`src/hw/rtl/grc_map.sv`:
```
// ----------------------------------------------------------------------------
// grc_map: wall id store
// Single write port, one registered read port.
// ----------------------------------------------------------------------------
module grc_map #(
  parameter int unsigned AW = 8
) (
  input  logic          clk,
  input  logic          we,
  input  logic [AW-1:0] waddr,
  input  logic [2:0]    wdata,
  input  logic [AW-1:0] raddr,
  output logic [2:0]    rdata
);
  logic [2:0] mem [2**AW];
  logic [2:0] rdata_r;

  always_ff @(posedge clk) begin
    if (we) mem[waddr] <= wdata;
    rdata_r <= mem[raddr];
  end

  assign rdata = rdata_r;

endmodule
```
`config.mk`:
```
export PLATFORM = sky130hd
export DESIGN_NAME = grc_map
export DESIGN_NICKNAME = d
export VERILOG_FILES = /design/src/hw/rtl/grc_map.sv
export SDC_FILE = /design/constraint.sdc
export NUM_CORES = 1
export LEC_CHECK = 0
export BUFFER_PORTS_ARGS = -buffer_cell sky130_fd_sc_hd__clkbuf_2
export CAP_MARGIN = 10
export CORE_ASPECT_RATIO = 0.8
export CORE_MARGIN = 3
export CORE_UTILIZATION = 50
export DETAILED_ROUTE_END_ITERATION = 10
export PLACE_DENSITY = 0.69
export SLEW_MARGIN = 15
export SYNTH_ARGS = -nofsm -noshare
export SYNTH_HDL_FRONTEND = slang
export SYNTH_SLANG_ARGS = --single-unit
```
`constraint.sdc`:
```
create_clock -name clk -period 2.7 [get_ports clk]
set_input_delay 0.54 -clock clk [delete_from_list [all_inputs] [get_ports clk]]
set_output_delay 0.54 -clock clk [all_outputs]
set_load 0.05 [all_outputs]
```
==> summary.txt <==
Status
  – Outcome: finished clean

Cells and area
  – Layout cells sized above 1: 0.2326
  – Area Overhead vs Synth: 14.47%
  – Post-layout util: 0.5795
  – Post-layout nets: 1,884

Drt
  – Detail Route Antenna Nets: 0
  – Avg WL per Cell: 27.71 um
  – Drt first-iter violations: 2,067
  – First-pass DRT Iterations: 6
  – Total vias in the final route: 16,900
  – Vias per inst: 6.149
  – DRC errors left: 0
  – Detailed Route WL: 76.14 mm

Clocking
  – CTS tree: done
  – CTS Buffer Depth: 3
  – Post-CTS Setup Inserts: 0
  – Total CTS buffers: 74
  – Clk root buf: clkbuf_16
  – Skew-Pair Late Insertion Delay: 0.61 ns
  – Reg clk slew, reported paths: 0.07 ns
  – H-tree depth: 3
  – Clock tree sinks: 771

Placed design
  – Number of port buffers: 23
  – HPWL Detailed: 49.97 mm
  – Place WS: -0.6160 ns
  – Gpl congestion: 0.8613

Setup path
  – WP buf/inv: 4
  – CP Class: in2reg
  – Critical Path AT: 3.00 ns
  – CP cell instances: buf_8 > buf_12 > buf_12 > buf_4 > mux4_2 > mux2_2 > o21ai_1 > a21oi_1 > nor4_2 > o211ai_1
  – Critical Path Sink Type: flip-flop
  – Startpoint types: primary input
  – CP peak stage delay: 0.54 ns
  – Worst EP required: 3.18 ns
  – Critical path's top delay family: multiplexers
  – Cell repeated most along the worst path: buf_12
  – Crit path max-delay cell type: nor4_2
  – CP max FO: 15

Timing
  – Fin crit share: 0.9312
  – Final min period: 2.514 ns
  – Slew @ Worst Pin: 0.9213 ns
  – Final clock skew: 0.02182 ns
  – Setup ws final: 0.1857 ns
  – Setup repair after global routing missed its margin: no
  – Hold Vio Cnt, Final: 0
  – FMAX: 0.3977 GHz
  – # setup viols final: 0
  – Final slew viol count: 0
  – Slew headroom: 0.3835

Global route
  – Tot GR Track Use: 0.2353
  – Grt ovf: 0
  – Largest net degree at the start of global routing: 81
  – Vias in the first global route: 17,040
  – First-pass GRT wire length: 112.5 mm
  – Initial antenna violation count: 7

Pwr
  – Worst vdd ir: 529.1 uV
  – Switch Pwr: 0.005173 W
  – Power Density: 697.6 mW/mm^2
  – Internal power: 0.01961 W
  – Total power: 0.02479 W
  – Pleak: 11.26 nW
  – Combinational power share: 0.057
  – Seq pwr share: 0.533
  – Clock share of power: 0.410
  – Net Sw Frac: 0.2087

Floorplan
  – Ports: 24
  – Starting Density: 0.5062
  – Die area: 0.06512 mm^2
  – Die X: 284.6 um
  – Core area: 0.06132 mm^2
  – Row cnt: 81
  – Die height: 228.9 um

Logic synthesis
  – Synth Register Bits: 771
  – Syn avg cell area: 18.12 um^2
  – Synthesized Nets: 1,734
  – Synth cell types: 54
  – Synth Flop Type: edfxtp_1
  – EDFF count, synth: 768
  – Cell area after synthesis: 0.03104 mm^2
  – Asr flop ratio synth: 0
  – Sequential share of the synthesized area: 0.7450
  – Mapped Cells: 1,713
  – Synth warn: 0

Job
  – Max_cap viols: 0

Worst hold path
  – Hold Crit Class: in2reg
## cell usage after synthesis, types with 8 or more instances
library cell | count | share of area
nand4_1 | 11 | 0.0022
mux2i_1 | 92 | 0.030
a31oi_1 | 9 | 0.0018
a211oi_1 | 8 | 0.0019
a22oi_1 | 43 | 0.010
o22ai_1 | 16 | 0.0032
nor2b_1 | 25 | 0.0050
buf_6 | 17 | 0.0062
buf_2 | 13 | 0.0021
nor3_1 | 15 | 0.0024
nand3_1 | 36 | 0.0058
nor2_1 | 278 | 0.034
a21oi_1 | 22 | 0.0035
nand2_1 | 36 | 0.0044
mux4_2 | 153 | 0.11
buf_4 | 8 | 0.0019
clkbuf_1 | 70 | 0.0085
edfxtp_1 | 768 | 0.74
## area by class of cell
type | instances | area (um^2)
diodes | 5 | 12.51
clock buffers | 95 | 2037
clock inverters | 31 | 301.5
fillers | 4489 | 25780
inverters | 4 | 15.01
multi-input cells | 822 | 7287
flip-flops and latches | 771 | 23120
well taps | 830 | 1039
repair buffers | 190 | 1717
## layout by cell type, fill, tap and decap left out, drive strengths merged, types with 21 or more instances in the layout
master / instances
buf: 172
a22oi: 43
nor2: 278
a21oi: 22
mux4: 153
nor2b: 25
nand2: 36
mux2i: 92
clkinv: 21
nand3: 36
clkbuf: 113
edfxtp: 768
## timing repair
item | CTS | global route
endpoints found under the setup margin | 0 | 1
hold buffers | 0 | 0
gates resized for setup | 0 | 1
## registers in the layout (all words and copies together), names as in the netlist
| register | flops |
|---|---|
| mem | 768 |
| rdata | 3 |
## cells by family after synthesis
| logic type | synth area share |
|---|---|
| AO/OA/AOI/OAI | 0.03148 |
| AND/OR/NAND/NOR | 0.06204 |
| flip-flops | 0.7450 |
| multiplexers | 0.1410 |
| buffers and inverters | 0.02048 |
## power by group through the flow
| stage | sequential [W] | clock, W | combinational [W] |
|---|---|---|---|
| floorplan | 0.0135 | 0 | 0.000700 |
| global placement | 0.0135 | 0 | 0.00137 |
| detailed placement | 0.0135 | 0 | 0.00139 |
| CTS | 0.0132 | 0.0103 | 0.00139 |
| global route | 0.0132 | 0.0108 | 0.00148 |
| finish | 0.0132 | 0.0102 | 0.00140 |
## worst paths after layout
kind | endpoint | depth (start not counted) | start | slack [ns]
worst max register to register | rdata[2] | 5 | mem[134][2] | 0.31
worst min register to register | rdata[2] | 4 | mem[94][2] | 0.94
worst min-delay path | mem[224][2] | 1 | wdata[2] | 0.38
worst max-delay path | rdata[1] | 10 | raddr[0] | 0.19
## stage by stage
stage	TNS (ns)	hold WS [ns]	std cells	instance area, um^2
after CTS	0	0.3504	2743	35510
after global routing	0	0.3602	2743	35520
final	0	0.3793	2748	35530
after floorplan	0	0.6389	1713	31040
after global placement	-1.107	0.9209	2617	33170
after detailed placement	-1.190	0.9226	2617	33170
## layer usage
metal / vias to the layer above / part of all wire / wire length (um) / global-route usage
li1: 7151 / - / - / -
met1: 8680 / 0.42 / 31650 / 0.3447
met2: 927 / 0.44 / 33630 / 0.3395
met3: 135 / 0.12 / 8835 / 0.08195
met4: 4 / 0.026 / 1991 / 0.06250
met5: - / 0.00035 / 27 / 0
No activity file was read; power rests on OpenSTA's default activity.
