## src/hw/rtl/grc_div.sv

```systemverilog
// ----------------------------------------------------------------------------
// grc_div: unsigned restoring divider
// One quotient bit per cycle; start pulses load, done pulses at the end.
// ----------------------------------------------------------------------------
module grc_div #(
  parameter int unsigned W = 32
) (
  input  logic         clk,
  input  logic         rst_n,
  input  logic         start,
  input  logic [W-1:0] dividend,
  input  logic [W-1:0] divisor,
  output logic         done,
  output logic [W-1:0] quotient
);
  localparam int unsigned CW = $clog2(W + 1);

  logic [W-1:0]  q_r, d_r;
  logic [W:0]    rem_r;
  logic [CW-1:0] cnt_r;
  logic          act_r, done_r;
  logic [W:0]    trial;

  assign trial = {rem_r[W-1:0], q_r[W-1]};

  always_ff @(posedge clk) begin
    if (!rst_n) begin
      act_r  <= 1'b0;
      done_r <= 1'b0;
      cnt_r  <= '0;
    end else begin
      done_r <= 1'b0;
      if (start) begin
        act_r <= 1'b1;
        cnt_r <= CW'(W);
        q_r   <= dividend;
        d_r   <= divisor;
        rem_r <= '0;
      end else if (act_r) begin
        if (trial >= {1'b0, d_r}) begin
          rem_r <= trial - {1'b0, d_r};
          q_r   <= {q_r[W-2:0], 1'b1};
        end else begin
          rem_r <= trial;
          q_r   <= {q_r[W-2:0], 1'b0};
        end
        cnt_r <= cnt_r - 1'b1;
        if (cnt_r == CW'(1)) begin
          act_r  <= 1'b0;
          done_r <= 1'b1;
        end
      end
    end
  end

  assign done     = done_r;
  assign quotient = q_r;

endmodule

```

## config.mk

```make
export PLATFORM = sky130hd
export DESIGN_NAME = grc_div
export DESIGN_NICKNAME = d
export VERILOG_FILES = /design/src/hw/rtl/grc_div.sv
export SDC_FILE = /design/constraint.sdc
export NUM_CORES = 1
export LEC_CHECK = 0
export BUFFER_PORTS_ARGS = -buffer_cell sky130_fd_sc_hd__clkbuf_2
export CORE_UTILIZATION = 50
export DETAILED_ROUTE_END_ITERATION = 10
export HOLD_SLACK_MARGIN = 0.02
export PLACE_DENSITY_LB_ADDON = 0.15
export SKIP_CTS_REPAIR_TIMING = 1
export SYNTH_ARGS = -nofsm -noshare
export SYNTH_HDL_FRONTEND = slang
export SYNTH_SLANG_ARGS = --single-unit
```

## constraint.sdc

```tcl
create_clock -name clk -period 5.6 [get_ports clk]
set_input_delay 0.28 -clock clk [delete_from_list [all_inputs] [get_ports clk]]
set_output_delay 0.28 -clock clk [all_outputs]
set_load 0.01 [all_outputs]
```

==> metrics.txt, run 1 <==
status finished with violations; failing checks DRC; nets 743; PwrDens 314.7 nW/um2; overall routing resource usage 21.02%; DPL Wire Length 8958 um; first-pass GRT wire length 20,620 um; crit path kind reg2reg; post-layout util 59.53%; Synth Register Bits 104; root buffer cell clkbuf_16; Num CTS Buffers 9; Yosys cell types 55; DIE AREA 12,340 um2; synthesized instance count 547; n_diodes 0; routed wire length 12,570 um; Wirelength per Cell 15.93 um; Worst-Skew Late Latency 360 ps; Fin. Hold Viols 0; setup_tns 0 ps; Clock Path Buffers 2; Syn Area/Cell 10.88 um2; Placed Cells incl. Taps 773; Leak 2.925 nW; largest net degree at the start of global routing 67; DRC 6; Synth Flop Type edfxtp_1; Slew Viols, Final 0; max_cap viols 0; area growth from synthesis to layout 15.23%; Req. time, crit path 5760 ps; clock skew 10.96 ps; Synth Cell Area 5949 um2; chip width 111.1 um; fmax 286.4 MHz; DR vias/cell 5.619; CTS sink cnt 104; post-synth net total 649; Final min period 3491 ps; I/O Buffers 99; CTS tree yes; share of cells above drive strength 1 24.77%; slew at the pin closest to its max-slew limit 1061 ps; final setup violation count 0; Die Y 111.1 um; vias in the first global route 4,387; Vias 4,433; Crit. End Element flop; register area share after synthesis 51.15%; crit share post-route 62.34%; core area 11,520 um2; drt first pass iters 7; asr flop ratio synth 0%; Syn. warnings 0; initial core utilization 51.66%; Clock transition at path regs 80 ps; worst hold slack 87.91 ps; FILL cells 985; CP max FO 22; Non-Filler Instances 789; unrepaired setup endpoints after global routing false; Hold Path Class in2reg; I/O pin count 100; Multi-input gate area 2651 um2; register area 3043 um2; Max transition margin 29.26%; Max IR drop VDD 0.0002725 V; Post-DRT Antenna Nets 0; First DRT Iteration DRCs 200; initial antenna violation count 0; crit path DAT 3650 ps; CTS H-tree lvls 3; GP Congestion 0.8593; crit start category flop; Placement Rows 39; Post-synth EDFFs 96; grt total ovfl 0
[final timing paths]
| kind | startpoint | to | slack [ps] | depth (start not counted) |
|---|---|---|---|---|
| worst max-delay path | d_r[1] | rem_r[28] | 2110 | 11 |
| worst min-delay path | divisor[8] | d_r[8] | 90 | 1 |
| worst max register to register | d_r[1] | rem_r[28] | 2110 | 11 |
| worst min register to register | cnt_r[1] | cnt_r[1] | 510 | 2 |
[worst max-delay path, stage by stage, from the launching register on]
cell      delay [ps]
edfxtp_1         400
inv_1             60
ha_1             320
nor2b_1          220
o21ai_2           90
a31oi_1          160
o21ai_1          150
a211o_2          390
a21oi_2          670
buf_4            400
nand3_1          120
o311ai_1         290
[area by class of cell]
class / instances / area share (%)
flip-flops and latches: 104 / 44.39
multi-input cells: 381 / 38.67
repair buffers: 103 / 7.666
clock buffers: 10 / 3.486
well taps: 143 / 2.610
inverters: 42 / 2.300
clock inverters: 6 / 0.8761
[synth_stat cells (11+ instances only)]
cell type | n | area, um2
mux2_2 | 32 | 360.4
xnor2_1 | 11 | 96.34
nand3_1 | 11 | 55.05
a21o_1 | 17 | 127.6
inv_1 | 42 | 157.7
a21oi_1 | 55 | 275.3
edfxtp_1 | 96 | 2883
nand2_1 | 63 | 236.5
a211oi_1 | 13 | 97.59
xor2_1 | 12 | 105.1
nor2_1 | 29 | 108.9
ha_1 | 34 | 425.4
[routing by layer]
metal,wire [um],track usage [%],vias to the layer above
met5,0,0,-
met4,143,6.126,0
met3,1003,7.654,13
met2,5752,33.75,145
met1,5670,26.65,2074
li1,-,-,2201
[per-stage QoR]
stage | setup slack [ps] | total power, W | cell area [um2]
after floorplan | 2843 | 0.001404 | 5949
after global placement | 2176 | 0.001525 | 6556
after detailed placement | 2065 | 0.001537 | 6556
after CTS | 2045 | 0.002177 | 6855
after global routing | 1854 | 0.002275 | 6855
final | 2109 | 0.002158 | 6855
[report_power, final]
group / internal [W] / total, W / switching (W) / leakage [nW]
registers: 0.000933 / 0.000964 / 0.0000315 / 0.984
clock network: 0.000324 / 0.000636 / 0.000311 / 0.147
logic: 0.000230 / 0.000558 / 0.000328 / 1.79
[sequential cells by signal (all words and copies together), names as in the netlist]
register,cells
cnt_r,6
act_r,1
d_r,32
done,1
quotient,32
rem_r,32
[layout by cell type, fill, tap and decap left out, types with 8 or more instances in the layout]
cell       count
dfxtp_1        8
nand3_1       11
a21o_1        17
xor2_1        12
edfxtp_1      96
mux2_2        32
inv_1         42
clkbuf_2      99
ha_1          34
xnor2_1       11
a211oi_1      13
nor2_1        29
o21ai_0       10
nor3_1         8
a21oi_1       55
nand2_1       63
nand4_1        8
clkbuf_16      9
[cell families after synthesis]
kind of cell | synth area share (%)
compound gates | 16.26
mux | 6.057
fa+ha+maj | 7.487
xor+xnor | 3.386
buf+inv | 4.311
simple gates | 11.36
flops | 51.15
Note: power is estimated with default switching activity, not from simulation.
==> run 2, diff against run 1 <==
==> constraint.sdc (replaced) <==
create_clock -name clk -period 3.5 [get_ports clk]
set_input_delay 0.175 -clock clk [delete_from_list [all_inputs] [get_ports clk]]
set_output_delay 0.175 -clock clk [all_outputs]
set_load 0.01 [all_outputs]
==> metrics.txt, run 2 (synthesis gave the netlist of run 1 again) <==
CTS sink cnt 104 (unchanged); most common cell after layout, fill and taps aside clkbuf_2 (unchanged); clock skew 12.31 ps (was 10.96 ps); Placed Cells incl. Taps 778 (was 773); slew at the pin closest to its max-slew limit 745.4 ps (was 1061 ps); I/O Buffers 99 (unchanged); crit share post-route 87.13% (was 62.34%); Slew Viols, Final 0 (unchanged); crit path DAT 3230 ps (was 3650 ps); Num CTS Buffers 9 (unchanged); DR vias/cell 5.489 (was 5.619); crit path kind reg2reg (unchanged); first-pass GRT wire length 21,170 um (was 20,620 um); Req. time, crit path 3680 ps (was 5760 ps); DPL Wire Length 9166 um (was 8958 um); Final min period 3050 ps (was 3491 ps); core area 11,520 um2 (unchanged); Vias 4,534 (was 4,433); GP Congestion 0.8858 (was 0.8593); Clock transition at path regs 70 ps (was 80 ps); Wirelength per Cell 15.39 um (was 15.93 um); max_cap viols 0 (unchanged); fmax 327.9 MHz (was 286.4 MHz); Placement Rows 39 (unchanged); most frequent cells in the layout clkbuf_2 (99), edfxtp_1 (96), nand2_1 (63) (unchanged); DRC 5 (was 6); PwrDens 494.9 nW/um2 (was 314.7 nW/um2); Post-DRT Antenna Nets 0 (unchanged); origin of the worst setup path quotient[31] (was d_r[1]); CTS tree yes (unchanged); CP max FO 4 (was 22); Non-Filler Instances 826 (was 789); Max IR drop VDD 0.0003868 V (was 0.0002725 V); unrepaired setup endpoints after global routing false (unchanged); DIE AREA 12,340 um2 (unchanged); root buffer cell clkbuf_16 (unchanged); Fin. Hold Viols 0 (unchanged); Leak 3.090 nW (was 2.925 nW); initial core utilization 51.66% (unchanged); n_diodes 0 (unchanged); Hold Startpoint dividend[5] (was divisor[8]); initial antenna violation count 0 (unchanged); largest net degree at the start of global routing 65 (was 67); overall routing resource usage 21.66% (was 21.02%); nets 780 (was 743); Hold Path Class in2reg (unchanged); First DRT Iteration DRCs 206 (was 200); crit start category flop (unchanged); vias in the first global route 4,446 (was 4,387); share of cells above drive strength 1 23.87% (was 24.77%); routed wire length 12,710 um (was 12,570 um); I/O pin count 100 (unchanged); Clock Path Buffers 2 (unchanged); grt total ovfl 0 (unchanged); chip width 111.1 um (unchanged); CTS H-tree lvls 3 (unchanged); status finished with violations (unchanged); FILL cells 952 (was 985); final setup violation count 0 (unchanged); Crit. End Element flop (unchanged); setup_tns 0 ps (unchanged); Die Y 111.1 um (unchanged); worst r2r src quotient[31] (was d_r[1]); Worst-Skew Late Latency 360 ps (about the same); Max transition margin 50.31% (was 29.26%); area growth from synthesis to layout 21.58% (was 15.23%); failing checks DRC (unchanged); drt first pass iters 7 (unchanged)
[run 2: report_power, final]
part	total [W]	internal (W)	leakage [nW]	switching, W
clock	0.00110	0.000634	0.155	0.000465
combinational	0.000936	0.000404	1.95	0.000532
sequential	0.00154	0.00149	0.984	0.0000513
[run 2: per-layer routing]
metal  up-vias  part of all wire, %  track usage [%]
li1       2278                    -                -
met1      2108                   46            27.78
met2       137                   47            34.88
met3        11                  6.3            7.217
met4         0                  1.1            6.396
met5         -                    0                0
[run 2: stage by stage]
step	hold slack [ps]	area [um2]	power [W]	util [%]	worst slack, ps
2_1_floorplan	273.9	5949	0.002246	-	742.8
3_3_place_gp	351.3	6594	0.002458	57.26	559.4
3_5_place_dp	353.6	6594	0.002475	57.26	464.2
4_1_cts	-25.96	6913	0.003584	60.03	437.0
5_1_grt	100.0	7233	0.003778	62.81	244.6
6_report	116.4	7233	0.003579	62.81	450.3
[run 2: layout make-up]
type,count,area (um2),share of cell area (%)
flip-flops and latches,104,3043,42.07
multi-input cells,381,2651,36.65
repair buffers,140,883.3,12.21
clock buffers,11,232.7,3.217
well taps,143,178.9,2.474
inverters,42,157.7,2.180
clock inverters,5,86.33,1.194
[run 2: path summary, 6_finish.rpt]
kind / end / slack, ps / depth (start not counted)
setup reg to reg: rem_r[28] / 450 / 11
setup / recovery: rem_r[28] / 450 / 11
hold / removal: quotient[5] / 120 / 2
hold reg to reg: cnt_r[1] / 510 / 2
[run 2: critical path: stages, from the launching register on]
cell and delay (ps):
edfxtp_1 380, inv_1 60, ha_1 220, fa_1 410, nor2b_1 180, o2111ai_1 170
a21oi_2 290, o31ai_4 140, a211oi_1 410, o211ai_1 160, a2111o_1 390, o311ai_1 70
==> run 3, diff against run 2 <==
--- a/config.mk
+++ b/config.mk
@@ -7,6 +7,7 @@
 export LEC_CHECK = 0
 export BUFFER_PORTS_ARGS = -buffer_cell sky130_fd_sc_hd__clkbuf_2
 export CORE_UTILIZATION = 50
+export CTS_BUF_LIST = sky130_fd_sc_hd__clkbuf_16
 export DETAILED_ROUTE_END_ITERATION = 10
 export HOLD_SLACK_MARGIN = 0.02
 export PLACE_DENSITY_LB_ADDON = 0.15
==> metrics.txt, run 3 (synthesis gave the netlist of run 1 again) <==
most frequent cells in the layout clkbuf_2 (99), edfxtp_1 (96), nand2_1 (63) (unchanged); Clock Path Buffers 2 (unchanged); Crit. End Element flop (unchanged); reg2reg path depth 11 (unchanged); routed wire length 12,730 um (was 12,710 um); CTS sink cnt 104 (unchanged); DRC 5 (unchanged); overall routing resource usage 21.66% (unchanged); switch share 29.32% (was 29.28%); I/O pin count 100 (unchanged); share of cells above drive strength 1 23.87% (unchanged); chip width 111.1 um (unchanged); CTS tree yes (unchanged); Worst-Skew Late Latency 360 ps (about the same); clock skew 12.07 ps (was 12.31 ps); Die Y 111.1 um (unchanged); crit path DAT 3230 ps (about the same); Logic pwr share 26.2% (about the same); first-pass GRT wire length 21,170 um (unchanged); final setup violation count 0 (unchanged); crit start category flop (unchanged); worst hold slack 116.4 ps (about the same); Vias 4,528 (was 4,534); slew at the pin closest to its max-slew limit 743.7 ps (was 745.4 ps); nets 780 (unchanged); drt first pass iters 7 (unchanged); I/O Buffers 99 (unchanged); Placement Rows 39 (unchanged); PwrDens 494.0 nW/um2 (was 494.9 nW/um2); n_diodes 0 (unchanged); root buffer cell clkbuf_16 (unchanged); crit path kind reg2reg (unchanged); clock power share 30.6% (was 30.7%); met2 usage 34.88% (unchanged); DR vias/cell 5.482 (was 5.489); sequential power share 43.2% (was 43.1%); Hold Path Class in2reg (unchanged); Clock transition at path regs 70 ps (about the same); Internal 0.002525 W (was 0.002531 W); met1 Usage GRT 27.78% (unchanged); largest net degree at the start of global routing 65 (unchanged); DPL Wire Length 9166 um (unchanged); CP max FO 4 (unchanged); initial core utilization 51.66% (unchanged); setup_tns 0 ps (unchanged); critical path's largest stage delay 410 ps (about the same); Max transition margin 50.42% (was 50.31%); unrepaired setup endpoints after global routing false (unchanged); most common cell after layout, fill and taps aside clkbuf_2 (unchanged); Critical Path Slowest Stage Cell fa_1 (unchanged); vias in the first global route 4,446 (unchanged); Worst Hold Path Cells 2 (unchanged); area growth from synthesis to layout 21.58% (unchanged); Slew Viols, Final 0 (unchanged); Leak 3.099 nW (was 3.090 nW); failing checks DRC (unchanged); crit share post-route 87.07% (was 87.13%); First DRT Iteration DRCs 199 (was 206); Max IR drop VDD 0.0003869 V (was 0.0003868 V); initial antenna violation count 0 (unchanged); GP Congestion 0.8858 (unchanged); Wirelength per Cell 15.41 um (was 15.39 um); grt total ovfl 0 (unchanged); Req. time, crit path 3680 ps (about the same); Final min period 3047 ps (was 3050 ps); status finished with violations (unchanged); Fin. Hold Viols 0 (unchanged); CTS H-tree lvls 3 (unchanged); DIE AREA 12,340 um2 (unchanged); Psw 0.001048 W (about the same); fmax 328.2 MHz (was 327.9 MHz); core area 11,520 um2 (unchanged); CP Cell Sequence inv_1 > ha_1 > fa_1 > nor2b_1 > o2111ai_1 > a21oi_2 > o31ai_4 > a211oi_1 > o211ai_1 > a2111o_1 > o311ai_1 (unchanged); max_cap viols 0 (unchanged); Post-DRT Antenna Nets 0 (unchanged); met3 Use GR 7.217% (unchanged); grt peak-use layer met2 (unchanged); Num CTS Buffers 9 (unchanged)
==> run 3: changes by cell type in the layout (fill, tap and decap cells not counted), sizes merged <==
cell / before / now
clkbuf: 110 / 108
inv: 44 / 46
==> run 3: critical path: cells and delay by family, from the launching register on <==
kind	cells	cell delay, ps
buf+inv	1	60
compound gates	7	1630
simple gates	1	180
flops	1	380
fa+ha+maj	2	630
==> run 3: routing by layer <==
layer	wire, um	vias to the layer above
li1	-	2278
met1	5776	2102
met2	5969	137
met3	834	11
met4	145	0
met5	0	-
==> run 3: final timing paths <==
check	from	endpoint	slack (ps)
setup / recovery	quotient[31]	rem_r[28]	450
hold / removal	dividend[5]	quotient[5]	120
setup reg to reg	quotient[31]	rem_r[28]	450
hold reg to reg	cnt_r[1]	cnt_r[1]	510
==> run 3: power groups by stage <==
stage                     Combinational (W)  Clock, W  Sequential, W
after floorplan                    0.000677         0        0.00157
after global placement             0.000892         0        0.00157
after global routing                0.00105   0.00116        0.00156
after CTS                          0.000911   0.00112        0.00154
after detailed placement           0.000906         0        0.00157
final                              0.000936   0.00109        0.00154
==> run 3: cell type report <==
type                    instances  area [um2]
fillers                       952        4283
repair buffers                140       883.3
clock buffers                   9       225.2
well taps                     143       178.9
multi-input cells             381        2651
inverters                      42       157.7
clock inverters                 7       93.84
flip-flops and latches        104        3043
==> run 3: metrics by stage <==
step	instances	utilization, %	total power, W	instance area, um2	worst slack, ps
after floorplan	547	-	0.002246	5949	742.8
after global placement	778	57.26	0.002458	6594	559.4
after detailed placement	778	57.26	0.002475	6594	464.2
after CTS	794	60.03	0.003578	6913	437.1
final	826	62.81	0.003573	7233	452.7
after global routing	826	62.81	0.003772	7233	244.6
